==> src/design/sine_tone_note_generator_top_macros.svh <==
// ----------------------------------------------------------------------------
// Assertion macros for the note tone generator
// Shorthand for clocked implications checked on clock, gated by reset.
// ----------------------------------------------------------------------------
`ifndef SINE_TONE_NOTE_GENERATOR_TOP_MACROS_SVH
`define SINE_TONE_NOTE_GENERATOR_TOP_MACROS_SVH

// Consequent must hold in the same cycle as the antecedent
`define STNG_ASSERT_NOW(label, ante, cons, msg) \
   label: assert property (@(posedge clock) disable iff (reset) (ante) |-> (cons)) \
      else $error(msg);

// Consequent must hold in the cycle after the antecedent
`define STNG_ASSERT_NEXT(label, ante, cons, msg) \
   label: assert property (@(posedge clock) disable iff (reset) (ante) |=> (cons)) \
      else $error(msg);

`endif

==> src/design/stng_pkg.sv <==
// ----------------------------------------------------------------------------
// Note tone generator package
// Transfer types, function codes, volume scaling constants and the sine ROM.
// ----------------------------------------------------------------------------
package stng_pkg;

   // Function codes carried in req_type.func
   localparam logic [1:0] FUNC_TICK  = 2'd0;
   localparam logic [1:0] FUNC_START = 2'd1;
   localparam logic [1:0] FUNC_STOP  = 2'd2;

   localparam int          TABLE_IDX_W = 8;
   localparam logic [7:0]  MIDSCALE    = 8'd128;
   localparam logic [6:0]  VOL_FULL    = 7'd100;

   // volume/100 as a fixed-point factor: vol * ceil(2^21 / 100)
   localparam int          VOL_FRAC        = 21;
   localparam int          VOL_SCALE_W     = 22;
   localparam logic [14:0] VOL_MULT        = 15'd20972;
   // full volume: 100 * 20972
   localparam logic [21:0] VOL_SCALE_RESET = 22'd2097200;

   typedef struct packed {
      logic [1:0]  func;
      logic [15:0] freq_hz;
      logic [15:0] duration_ms;
   } req_type;

   typedef struct packed {
      logic [7:0] dac_sample;
      logic       note_last;
   } rsp_type;

   // floor(127.5 * sin(k*pi/128)) for k = 0..64
   localparam logic [6:0] QUARTER_ROM [65] = '{
      7'd0,   7'd3,   7'd6,   7'd9,   7'd12,  7'd15,  7'd18,  7'd21,  7'd24,  7'd27,
      7'd30,  7'd34,  7'd37,  7'd39,  7'd42,  7'd45,  7'd48,  7'd51,  7'd54,  7'd57,
      7'd60,  7'd62,  7'd65,  7'd68,  7'd70,  7'd73,  7'd75,  7'd78,  7'd80,  7'd83,
      7'd85,  7'd87,  7'd90,  7'd92,  7'd94,  7'd96,  7'd98,  7'd100, 7'd102, 7'd104,
      7'd106, 7'd107, 7'd109, 7'd110, 7'd112, 7'd113, 7'd115, 7'd116, 7'd117, 7'd118,
      7'd120, 7'd121, 7'd122, 7'd122, 7'd123, 7'd124, 7'd125, 7'd125, 7'd126, 7'd126,
      7'd126, 7'd127, 7'd127, 7'd127, 7'd127
   };

   // Full-wave sine sample built from the quarter table by symmetry
   function automatic logic [7:0] sine_lookup(input logic [TABLE_IDX_W-1:0] idx);
      logic [6:0] j;
      logic [6:0] k;
      logic [7:0] q;
      logic [7:0] result;
      j = idx[6:0];
      // mirror the second quarter: 128 - j wraps to the same 7 bits
      k = (j <= 7'd64) ? j : (7'd0 - j);
      q = {1'b0, QUARTER_ROM[k]};
      priority if (!idx[7]) begin
         result = MIDSCALE + q;
      end else if (j == 7'd0) begin
         result = MIDSCALE;
      end else begin
         result = 8'd127 - q;
      end
      return result;
   endfunction

endpackage

==> src/design/sine_tone_note_generator_top.sv <==
// ----------------------------------------------------------------------------
// Note tone generator
// Direct digital synthesis of note tones from a 65-entry quarter-wave sine ROM with volume.
// ----------------------------------------------------------------------------
//
//   Channel   Direction  Handshake                 Payload
//   req_      in         req_valid / req_stall     stng_pkg::req_type
//   rsp_      out        rsp_valid / rsp_stall     stng_pkg::rsp_type
//   csr_      in         csr_wr_en (no wait)       volume percent, 7 bits
//
// One item per cycle while the result is not stalled: each transfer is held in the
// input register, where a single pass of logic updates the note state and loads
// the result register, so a tick's sample passes both registers before it is offered.
// Reset is synchronous and leaves no note active at full volume.
// A stalled result holds the result register; the input register then holds
// only a tick, so start and stop items still pass while a sample waits.
//
module sine_tone_note_generator_top #(
   parameter int AUDIO_RATE      = 22050,
   parameter int PHASE_FRAC_BITS = 16
) (
   input  logic              clock,
   input  logic              reset,

   input  logic              req_valid,
   output logic              req_stall,
   input  stng_pkg::req_type req_payload,

   output logic              rsp_valid,
   input  logic              rsp_stall,
   output stng_pkg::rsp_type rsp_payload,

   input  logic              csr_wr_en,
   input  logic [6:0]        csr_wr_data
);

`include "sine_tone_note_generator_top_macros.svh"

   // Phase accumulator: 8 integer bits (the ROM index) over the fraction
   localparam int ACC_W = stng_pkg::TABLE_IDX_W + PHASE_FRAC_BITS;

   // Phase step = floor(freq * 2^ACC_W / AUDIO_RATE), done as a multiply by
   // ceil(2^(ACC_W+33) / AUDIO_RATE) and a shift by 33. The shift is large
   // enough that the rounding of the reciprocal never reaches the next integer
   // for any 16-bit frequency.
   localparam int          STEP_SHIFT     = 33;
   localparam int          STEP_MULT_W    = ACC_W + 21;
   localparam logic [95:0] STEP_MULT_FULL =
      ((96'd1 << (ACC_W + STEP_SHIFT)) + 96'(AUDIO_RATE) - 96'd1) / 96'(AUDIO_RATE);
   localparam int          STEP_PROD_W    = 16 + STEP_MULT_W;

   // Sample count = floor(ms * AUDIO_RATE / 1000) by the same reciprocal trick
   localparam int          CNT_SHIFT     = 26;
   localparam logic [63:0] CNT_MULT_FULL =
      ((64'(AUDIO_RATE) << CNT_SHIFT) + 64'd999) / 64'd1000;
   localparam int          CNT_MULT_W    = $clog2(CNT_MULT_FULL + 64'd1);
   localparam int          CNT_PROD_W    = 16 + CNT_MULT_W;
   localparam int          SAMPLES_W     =
      $clog2((64'd65535 * 64'(AUDIO_RATE)) / 64'd1000 + 64'd1);

   localparam int VOL_PROD_W = 8 + stng_pkg::VOL_SCALE_W;

   // ------------------------------------------------------------------------
   // Handshake and input register
   // ------------------------------------------------------------------------
   logic              s1_valid_ff, s1_valid_in;
   stng_pkg::req_type s1_item_ff;
   logic              s1_tick;
   logic              s1_start;
   logic              s1_stop;
   logic              s1_fire;
   logic              out_free;
   logic              req_take;

   logic              rsp_valid_ff, rsp_valid_in;
   stng_pkg::rsp_type rsp_payload_ff, rsp_payload_in;

   assign s1_tick  = (s1_item_ff.func == stng_pkg::FUNC_TICK);
   assign s1_start = (s1_item_ff.func == stng_pkg::FUNC_START);
   assign s1_stop  = (s1_item_ff.func == stng_pkg::FUNC_STOP);

   // The result register frees up when empty or when its sample transfers now
   assign out_free = !rsp_valid_ff || !rsp_stall;
   // Only a tick needs the result register; other codes always retire
   assign s1_fire  = s1_valid_ff && (!s1_tick || out_free);
   assign req_stall = s1_valid_ff && !s1_fire;
   assign req_take  = req_valid && !req_stall;

   assign s1_valid_in  = req_take || (s1_valid_ff && !s1_fire);
   assign rsp_valid_in = (s1_fire && s1_tick) || (rsp_valid_ff && rsp_stall);

   always_ff @(posedge clock) begin
      if (reset) begin
         s1_valid_ff  <= 1'b0;
         rsp_valid_ff <= 1'b0;
      end else begin
         s1_valid_ff  <= s1_valid_in;
         rsp_valid_ff <= rsp_valid_in;
      end
   end

   always_ff @(posedge clock) begin
      if (req_take) begin
         s1_item_ff <= req_payload;
      end
      if (s1_fire && s1_tick) begin
         rsp_payload_ff <= rsp_payload_in;
      end
   end

   assign rsp_valid   = rsp_valid_ff;
   assign rsp_payload = rsp_payload_ff;

   // ------------------------------------------------------------------------
   // Volume register, kept as a ready-made fixed-point scale factor
   // ------------------------------------------------------------------------
   logic [stng_pkg::VOL_SCALE_W-1:0] vol_scale_ff, vol_scale_in;
   logic [6:0]                       vol_sat;

   // Saturate anything above full volume
   assign vol_sat      = (csr_wr_data > stng_pkg::VOL_FULL) ? stng_pkg::VOL_FULL : csr_wr_data;
   assign vol_scale_in = {15'd0, vol_sat} * {7'd0, stng_pkg::VOL_MULT};

   always_ff @(posedge clock) begin
      if (reset) begin
         vol_scale_ff <= stng_pkg::VOL_SCALE_RESET;
      end else if (csr_wr_en) begin
         vol_scale_ff <= vol_scale_in;
      end
   end

   // ------------------------------------------------------------------------
   // Note state
   // ------------------------------------------------------------------------
   logic [ACC_W-1:0]     phase_acc_ff,    phase_acc_in;
   logic [ACC_W-1:0]     phase_step_ff,   phase_step_in;
   logic [SAMPLES_W-1:0] samples_left_ff, samples_left_in;
   logic                 rest_flag_ff,    rest_flag_in;

   // Start: phase step and sample count from the incoming note
   logic [STEP_PROD_W-1:0] step_prod;
   logic [CNT_PROD_W-1:0]  cnt_prod;

   assign step_prod = {{STEP_MULT_W{1'b0}}, s1_item_ff.freq_hz}
                    * {16'd0, STEP_MULT_FULL[STEP_MULT_W-1:0]};
   assign cnt_prod  = {{CNT_MULT_W{1'b0}}, s1_item_ff.duration_ms}
                    * {16'd0, CNT_MULT_FULL[CNT_MULT_W-1:0]};

   // Tick: ROM read at the integer phase, then scale toward midscale
   logic [7:0]            raw_sample;
   logic [7:0]            delta;
   logic [VOL_PROD_W-1:0] vol_prod;
   logic [7:0]            mag;
   logic [7:0]            scaled;
   logic                  note_active;

   assign note_active = (samples_left_ff != '0);
   assign raw_sample  = rest_flag_ff ? stng_pkg::MIDSCALE
                      : stng_pkg::sine_lookup(phase_acc_ff[ACC_W-1 -: stng_pkg::TABLE_IDX_W]);
   // Distance from midscale; bit 7 tells the half
   assign delta    = raw_sample[7] ? (raw_sample - stng_pkg::MIDSCALE)
                                   : (stng_pkg::MIDSCALE - raw_sample);
   assign vol_prod = {{stng_pkg::VOL_SCALE_W{1'b0}}, delta} * {8'd0, vol_scale_ff};
   assign mag      = vol_prod[stng_pkg::VOL_FRAC +: 8];
   assign scaled   = raw_sample[7] ? (stng_pkg::MIDSCALE + mag) : (stng_pkg::MIDSCALE - mag);

   always_comb begin
      phase_acc_in    = phase_acc_ff;
      phase_step_in   = phase_step_ff;
      samples_left_in = samples_left_ff;
      rest_flag_in    = rest_flag_ff;
      rsp_payload_in.dac_sample = stng_pkg::MIDSCALE;
      rsp_payload_in.note_last  = 1'b1;

      if (s1_fire) begin
         priority if (s1_start) begin
            if (s1_item_ff.duration_ms == 16'd0) begin
               // zero length ends the sequence: drop any active note
               samples_left_in = '0;
            end else begin
               phase_acc_in    = '0;
               phase_step_in   = step_prod[STEP_SHIFT +: ACC_W];
               samples_left_in = cnt_prod[CNT_SHIFT +: SAMPLES_W];
               rest_flag_in    = (s1_item_ff.freq_hz == 16'd0);
            end
         end else if (s1_stop) begin
            samples_left_in = '0;
         end else if (s1_tick && note_active) begin
            rsp_payload_in.dac_sample = scaled;
            rsp_payload_in.note_last  = (samples_left_ff == SAMPLES_W'(1));
            // advance phase, wrapping modulo the table
            phase_acc_in    = phase_acc_ff + phase_step_ff;
            samples_left_in = samples_left_ff - SAMPLES_W'(1);
         end else begin
            // idle tick keeps the midscale default; unused code does nothing
         end
      end
   end

   always_ff @(posedge clock) begin
      if (reset) begin
         phase_acc_ff    <= '0;
         phase_step_ff   <= '0;
         samples_left_ff <= '0;
         rest_flag_ff    <= 1'b0;
      end else begin
         phase_acc_ff    <= phase_acc_in;
         phase_step_ff   <= phase_step_in;
         samples_left_ff <= samples_left_in;
         rest_flag_ff    <= rest_flag_in;
      end
   end

   // ------------------------------------------------------------------------
   // Assertions
   // ------------------------------------------------------------------------
   `STNG_ASSERT_NOW(a_stall_holds_item, req_stall, s1_valid_ff && s1_tick, "stall without a held tick")

   `STNG_ASSERT_NEXT(a_idle_tick_midscale, s1_fire && s1_tick && !note_active, rsp_valid && rsp_payload.dac_sample == stng_pkg::MIDSCALE && rsp_payload.note_last, "idle tick not midscale with last")

   `STNG_ASSERT_NEXT(a_rest_is_silent, s1_fire && s1_tick && note_active && rest_flag_ff, rsp_valid && rsp_payload.dac_sample == stng_pkg::MIDSCALE, "rest note produced a tone")

   `STNG_ASSERT_NEXT(a_stop_ends_note, s1_fire && s1_stop, samples_left_ff == '0, "stop left a note active")

endmodule
==> config.mk <==
export PLATFORM = sky130hd
export DESIGN_NAME = sine_tone_note_generator_top
export DESIGN_NICKNAME = d
export VERILOG_FILES = /design/src/design/stng_pkg.sv /design/src/design/sine_tone_note_generator_top.sv
export VERILOG_INCLUDE_DIRS = /design/src /design/src/design
export SDC_FILE = /design/constraint.sdc
export NUM_CORES = 2
export LEC_CHECK = 0
export ABC_AREA = 1
export BUFFER_PORTS_ARGS = -buffer_cell sky130_fd_sc_hd__buf_4
export CAP_MARGIN = 20
export CORE_AREA = 2 2 220 222
export CTS_CLUSTER_SIZE = 10
export DETAILED_ROUTE_END_ITERATION = 7
export DIE_AREA = 0 0 222 224
export PLACE_DENSITY_LB_ADDON = 0.1
export SLEW_MARGIN = 20
export SYNTH_ARGS = -nofsm -noshare
export SYNTH_HDL_FRONTEND = slang
export SYNTH_SLANG_ARGS = --single-unit
==> constraint.sdc <==
create_clock -name clock -period 8.5 [get_ports clock]
set_input_delay 2.125 -clock clock [delete_from_list [all_inputs] [get_ports clock]]
set_output_delay 2.125 -clock clock [all_outputs]
set_load 0.02 [all_outputs]
After elaboration in Yosys (flattened, before gate mapping)
Memories as Yosys holds them, arrays and structs flattened.
Index checks and enable logic that the tools add are counted.
{"block": "word_totals", "regBits": 135, "memories": 1, "inputBits": 46, "romBits": 896, "elab_cells": 81, "out_inout_bits": 11}
{"block": "op_classes", "mux": 17, "n_lt_le_gt_ge": 3, "eq_ne": 5, "n_addsub": 9, "n_bitwise": 4, "reduce_logical": 26, "mul": 4}
{"name": "(name not given)", "words": 128, "word_bits": 7, "rd": 1, "rd_clocked_by_memory_dff": 0, "write_ports": 0, "line": "stng_pkg.sv:54", "rtl": "q = {1'b0, QUARTER_ROM[k]};"}
{"operator": "24-bit two-way mux", "n": 4}
{"operator": "21-bit two-way mux", "n": 4}
{"operator": "16-bit by 43-bit multiplier with 57-bit output, second input constant", "n": 1}
{"operator": "16-bit by 29-bit multiplier with 45-bit output, second input constant", "n": 1}
{"operator": "8-bit two-way mux", "n": 5}
{"operator": "16-bit logical NOT", "n": 2}
{"operator": "7-bit two-way mux", "n": 4}
{"operator": "8-bit by 20-bit multiplier with 27-bit output", "n": 1}
{"operator": "24-bit adder", "n": 1}
{"operator": "21-bit by 1-bit equality test with 1-bit output, second input constant", "n": 1}
{"operator": "21-bit nonzero test", "n": 1}
{"operator": "21-bit by 1-bit subtractor with 21-bit output, second input constant", "n": 1}
{"operator": "7-bit by 13-bit multiplier with 20-bit output, second input constant", "n": 1}
{"operator": "8-bit subtractor, first input constant", "n": 2}
{"operator": "8-bit by 7-bit adder with 8-bit output, first input constant", "n": 1}
{"operator": "8-bit adder, first input constant", "n": 1}
{"operator": "8-bit greater-or-equal comparator, second input constant", "n": 1}
{"operator": "7-bit NOT with 8-bit output", "n": 1}
{"operator": "7-bit by 7-bit subtractor with 8-bit output, first input constant", "n": 1}
{"operator": "8-bit subtractor, second input constant", "n": 1}
{"operator": "7-bit greater-than comparator, second input constant", "n": 1}
{"operator": "7-bit less-or-equal comparator, second input constant", "n": 1}
{"operator": "7-bit logical NOT", "n": 1}
{"operator": "1-bit by 7-bit subtractor with 7-bit output, first input constant", "n": 1}
{"operator": "other kinds (14)", "n": 29}

Depth between registers and ports, before layout
{"block": "depth", "word_depth": 15, "mapped_depth": 54, "ltp_nobuf": 54}

Worst setup path after synthesis
No wires, ideal clock.
{"block": "synth_path", "path_type": "flip-flop to flip-flop", "start": "register phase_acc_ff[16]", "end": "register rsp_payload_ff (netlist bit rsp_payload[8]), data pin", "setup_time_ns": 0.270, "path_stages_with_launch": 51, "path_slack_ns": 0.850, "period_less_slack_ns": 7.650, "arrival_ns": 7.380, "cell_sequence": "dfxtp_1 inv_2 ha_1 nand3_2 nand3_1 nand2_1 inv_1 ha_1 or2_2 nand3_1 nand2_1 nand3_1 nand2_1 nand2_1 nand2_1 nand2_1 nand4_2 nand3_4 [15 not listed] inv_1 fa_1 inv_1 ha_1 a21oi_1 o21ai_0 a21oi_1 o21ai_0 a221oi_1 nand2_1 nand2_1 nand2_1 nor2_1 nand2_2 nand2_2 nand3_1 nand2_1 nand3_1"}
{"block": "synth_via", "elab_chain_len": 15, "elab_cells_between_ends": 20, "classes_between": "7 x add/sub; 1 x mul; 1 x order compare; 8 x mux; 1 x bitwise; 1 x reduce/logical; 1 x memory"}
{"element": "start, declared", "line": "sine_tone_note_generator_top.sv:135", "rtl": "logic [ACC_W-1:0] phase_acc_ff, phase_acc_in;"}
{"element": "start signal, assigned", "line": "sine_tone_note_generator_top.sv:207", "rtl": "phase_acc_ff <= phase_acc_in;"}
{"element": "1-bit by 7-bit subtractor with 7-bit output or 7-bit less-or-equal comparator (tied branches)", "line": "stng_pkg.sv:53", "rtl": "k = (j <= 7'd64) ? j : (7'd0 - j);"}
{"element": "7-bit two-way mux", "line": "stng_pkg.sv:53"}
{"element": "7-bit NOT with 8-bit output (not written as such)", "line": "stng_pkg.sv:54"}
{"element": "memory 128 x 7 bit"}
{"element": "7-bit two-way mux (not written as such) (2 in series)", "line": "stng_pkg.sv:54"}
{"element": "7-bit by 7-bit subtractor with 8-bit output", "line": "stng_pkg.sv:60", "rtl": "result = 8'd127 - q;"}
{"element": "8-bit two-way mux", "line": "stng_pkg.sv:57", "rtl": "end else if (j == 7'd0) begin"}
{"element": "8-bit two-way mux (*)", "line": "stng_pkg.sv:55", "rtl": "priority if (!idx[7]) begin"}
{"element": "8-bit two-way mux (*)", "line": "sine_tone_note_generator_top.sv:158", "rtl": "assign raw_sample = rest_flag_ff ? stng_pkg::MIDSCALE"}
{"element": "8-bit subtractor, on equally long branches", "line": "sine_tone_note_generator_top.sv:162, sine_tone_note_generator_top.sv:161"}
{"element": "8-bit two-way mux", "line": "sine_tone_note_generator_top.sv:161", "rtl": "assign delta = raw_sample[7] ? (raw_sample - stng_pkg::MIDSCALE)"}
{"element": "8-bit by 20-bit multiplier with 27-bit output", "line": "sine_tone_note_generator_top.sv:163", "rtl": "assign vol_prod = {{stng_pkg::VOL_SCALE_W{1'b0}}, delta} * {8'd0, vol_scale_ff};"}
{"element": "8-bit subtractor or 8-bit adder (tied branches)", "line": "sine_tone_note_generator_top.sv:165", "rtl": "assign scaled = raw_sample[7] ? (stng_pkg::MIDSCALE + mag) : (stng_pkg::MIDSCALE - mag);"}
{"element": "8-bit two-way mux (*)", "line": "sine_tone_note_generator_top.sv:165"}
{"element": "end signal, assigned", "line": "sine_tone_note_generator_top.sv:107", "rtl": "rsp_payload_ff <= rsp_payload_in;"}
{"element": "end, declared", "line": "sine_tone_note_generator_top.sv:76", "rtl": "stng_pkg::rsp_type rsp_payload_ff, rsp_payload_in;"}
Every way passes the cells marked *; elsewhere a longest branch is shown, timed or not. The select of a mux whose other input is x is not followed.
A chain may end at the register's enable or synchronous reset.

Final worst setup path
{"block": "layout_path", "start": "register phase_acc_ff[16]", "end": "register rsp_payload_ff (netlist bit rsp_payload[7]), data pin"}
The elaborated chain is that of the path after synthesis.

==> results_dict.tcl <==
set metrics [dict create \
    cp-end-kind "register" \
    cts.sinks 135 \
    fin_area_mm2 0.0324 \
    finalCriticalPeriod_ns 8.05 \
    setup_viol 0 \
    worstSetupStartpointType "register" \
    ys.flop_type "dfxtp_1" \
    r2r_end "rsp_payload[7]" \
    ys_seq_elements 135 \
    ant_nets 0 \
    hold_path_end "phase_acc_ff[5]" \
    vias_per_cell 5.67 \
    dr_total_vias 24861 \
    outcome "finished clean" \
    grt_max_degree 50 \
    min_delay_path_depth 2 \
    yosysSeqAreaShare 0.103 \
    synthesis.nets 4727 \
    first_pass_iters 6 \
    globalRouteTotalUtil 0.330 \
    synth_cell_types 59 \
    fmax_mhz 124 \
    async_flop_share 0 \
    htree_levels 4 \
    fin_crit_sh 0.947 \
    clock_latency_ns 0.48 \
    drt_iter0_markers 2090 \
    hpwl_um 68800 \
    die_area_mm2 0.0497 \
    synth-warning-count 0 \
    grt_pass1_vias 25317 \
    arrival_ns 8.29 \
    setup_tns_ns 0 \
    portBuffers 56 \
    relSlewSlack 0.327 \
    ioPinCount 57 \
    timing.rr.start "phase_acc_ff[16]" \
    route.detailed.drc 0 \
    cts_tree "yes" \
    die_x_um 222 \
    holdWs_ns 0.471 \
    cts_buffers 17 \
    slowest_stage "fa_1" \
    area_growth_pct 6.31 \
    cts_root_buf "clkbuf_16" \
    reg2reg_slack_ns 0.45 \
    synth_cells 3698 \
    r2r_cells 49 \
    finalClockSkew_ns 0.0137 \
    synth_edf_count 43 \
    grt_antenna_before_repair 0 \
    fin_cells 4384 \
    drive_gt1_frac 0.0536 \
    rows 80 \
    overflow 0 \
    drv_cap 0 \
    wl_um 79800 \
    avgSynthCellArea_um2 8.25 \
    wl_per_cell_um 18.2 \
    report.final.hold_viol_count 0 \
    setup.worst_path.class "reg2reg" \
    netlist_area_mm2 0.0305 \
    min_path_type "reg2reg" \
    clk_path_buf_depth 2 \
    start_util 0.644 \
    cp.required_ns 8.74 \
    globalplace.congestion 1.03 \
    tightestPinTransition_ns 1.01 \
    dpl_cell_area_mm2 0.0316 \
    rsz0062_at_grt "true" \
    critPathMostFrequentCell "nand2_1" \
    core_area_mm2 0.0473 \
    path_max_fanout 7 \
    nets 4784 \
    clk_pin_slew_ns 0.07 \
    finalMaxSlewViolations 0 \
    grt_pass1_wl_um 129000 \
    cp_slowest_stage_delay_ns 0.55 \
    min_from "phase_acc_ff[5]" \
    placed_cells 4333 \
    die_y_um 224 \
]
-- through the flow --
stage,setup WS (ns),utilization
after floorplan,0.850,-
after global placement,0.341,0.667
after detailed placement,0.0943,0.667
after CTS,0.0682,0.679
after global routing,-0.101,0.685
final,0.450,0.685
-- what timing repair did --
item                                    CTS  global route
endpoints found under the setup margin    0             7
hold buffers                              0             0
buffers inserted                          0            17
gates resized for setup                   0            42
-- cells in the final DEF (no fill, tap or decap), types with 16 or more instances in the layout --
| cell type | count |
|---|---|
| inv_1 | 902 |
| nor3_1 | 18 |
| nand2_1 | 412 |
| a21boi_0 | 25 |
| ha_1 | 513 |
| o211ai_1 | 18 |
| nand2_2 | 16 |
| dfxtp_1 | 91 |
| nand4_1 | 25 |
| o21bai_1 | 25 |
| clkbuf_16 | 17 |
| edfxtp_1 | 43 |
| o21ai_0 | 194 |
| buf_4 | 82 |
| nand3_1 | 91 |
| a31oi_1 | 25 |
| a21oi_1 | 272 |
| fa_1 | 467 |
| nor2_1 | 314 |
| xor2_1 | 36 |
-- layout make-up --
cell class                      instances  area [um^2]
Timing Repair Buffer                   82          616
Clock buffer                           18          439
Tap cell                              615          769
Sequential cell                       135         3130
Clock inverter                         14          154
Timing Repair inverter                  1         7.51
Antenna cell                            1         2.50
Inverter                              924         3490
Fill cell                            3934        14900
Multi-Input combinational cell       2594        23800
-- critical path, delay by kind of cell (launching register included) --
kind            cells  cell delay, ns
fa+ha+maj           8            2.93
simple gates       27            2.86
buf+inv            10            0.95
compound gates      4            0.70
flops               1            0.34
-- flip-flops by register name, indices dropped and copies added, names as in the netlist --
signal           cells
phase_step_ff       24
rsp_payload          9
rsp_valid            1
phase_acc_ff        24
vol_scale_ff        20
rest_flag_ff         1
samples_left_ff     21
s1_valid_ff          1
s1_item_ff          34
-- metal layers --
layer | GRT usage | vias up | wire [um]
li1 | - | 11809 | -
met1 | 0.457 | 12035 | 35300
met2 | 0.533 | 911 | 36500
met3 | 0.0610 | 106 | 5930
met4 | 0.0983 | 0 | 1930
met5 | 0 | - | 0
-- synth_stat cells, types with 11 or more instances --
library cell / instances / area [um^2]
a21oi_1: 278 / 1390
nand3_1: 91 / 455
o21a_1: 12 / 90.1
clkbuf_1: 30 / 113
nand4_1: 25 / 156
a21boi_0: 25 / 188
nor2_1: 323 / 1210
nor3_1: 19 / 95.1
o21ai_0: 196 / 981
xnor2_1: 12 / 105
dfxtp_1: 92 / 1840
o21bai_1: 25 / 188
o211ai_1: 18 / 135
nor4_1: 11 / 68.8
inv_1: 905 / 3400
ha_1: 515 / 6440
nand2_1: 418 / 1570
or2_2: 12 / 75.1
edfxtp_1: 43 / 1290
fa_1: 468 / 9370
nand2_2: 11 / 68.8
xor2_1: 36 / 315
a31oi_1: 25 / 156
-- worst max-delay path by stage --
stage / from / end / cells after the start
finish: phase_acc_ff[16] / rsp_payload[7] / 49
global route: phase_acc_ff[16] / rsp_payload[7] / 49
CTS: phase_acc_ff[17] / rsp_payload[8] / 49
detailed placement: phase_acc_ff[16] / rsp_payload[8] / 50
global placement: phase_acc_ff[17] / rsp_payload[8] / 49
floorplan: phase_acc_ff[16] / rsp_payload[8] / 50
-- logic make-up (layout without fill, tap and decap cells) --
family | Yosys count | count (layout) | synth area share
xor+xnor | 48 | 48 | 0.0138
simple gates | 934 | 934 | 0.129
fa+ha+maj | 983 | 983 | 0.518
flops | 135 | 135 | 0.103
buf+inv | 969 | 1039 | 0.120
other cells | 0 | 1 | 0
compound gates | 629 | 629 | 0.116
Power is not shown: default switching activity piles up to over one toggle a cycle in this logic, so the estimate is an artifact.
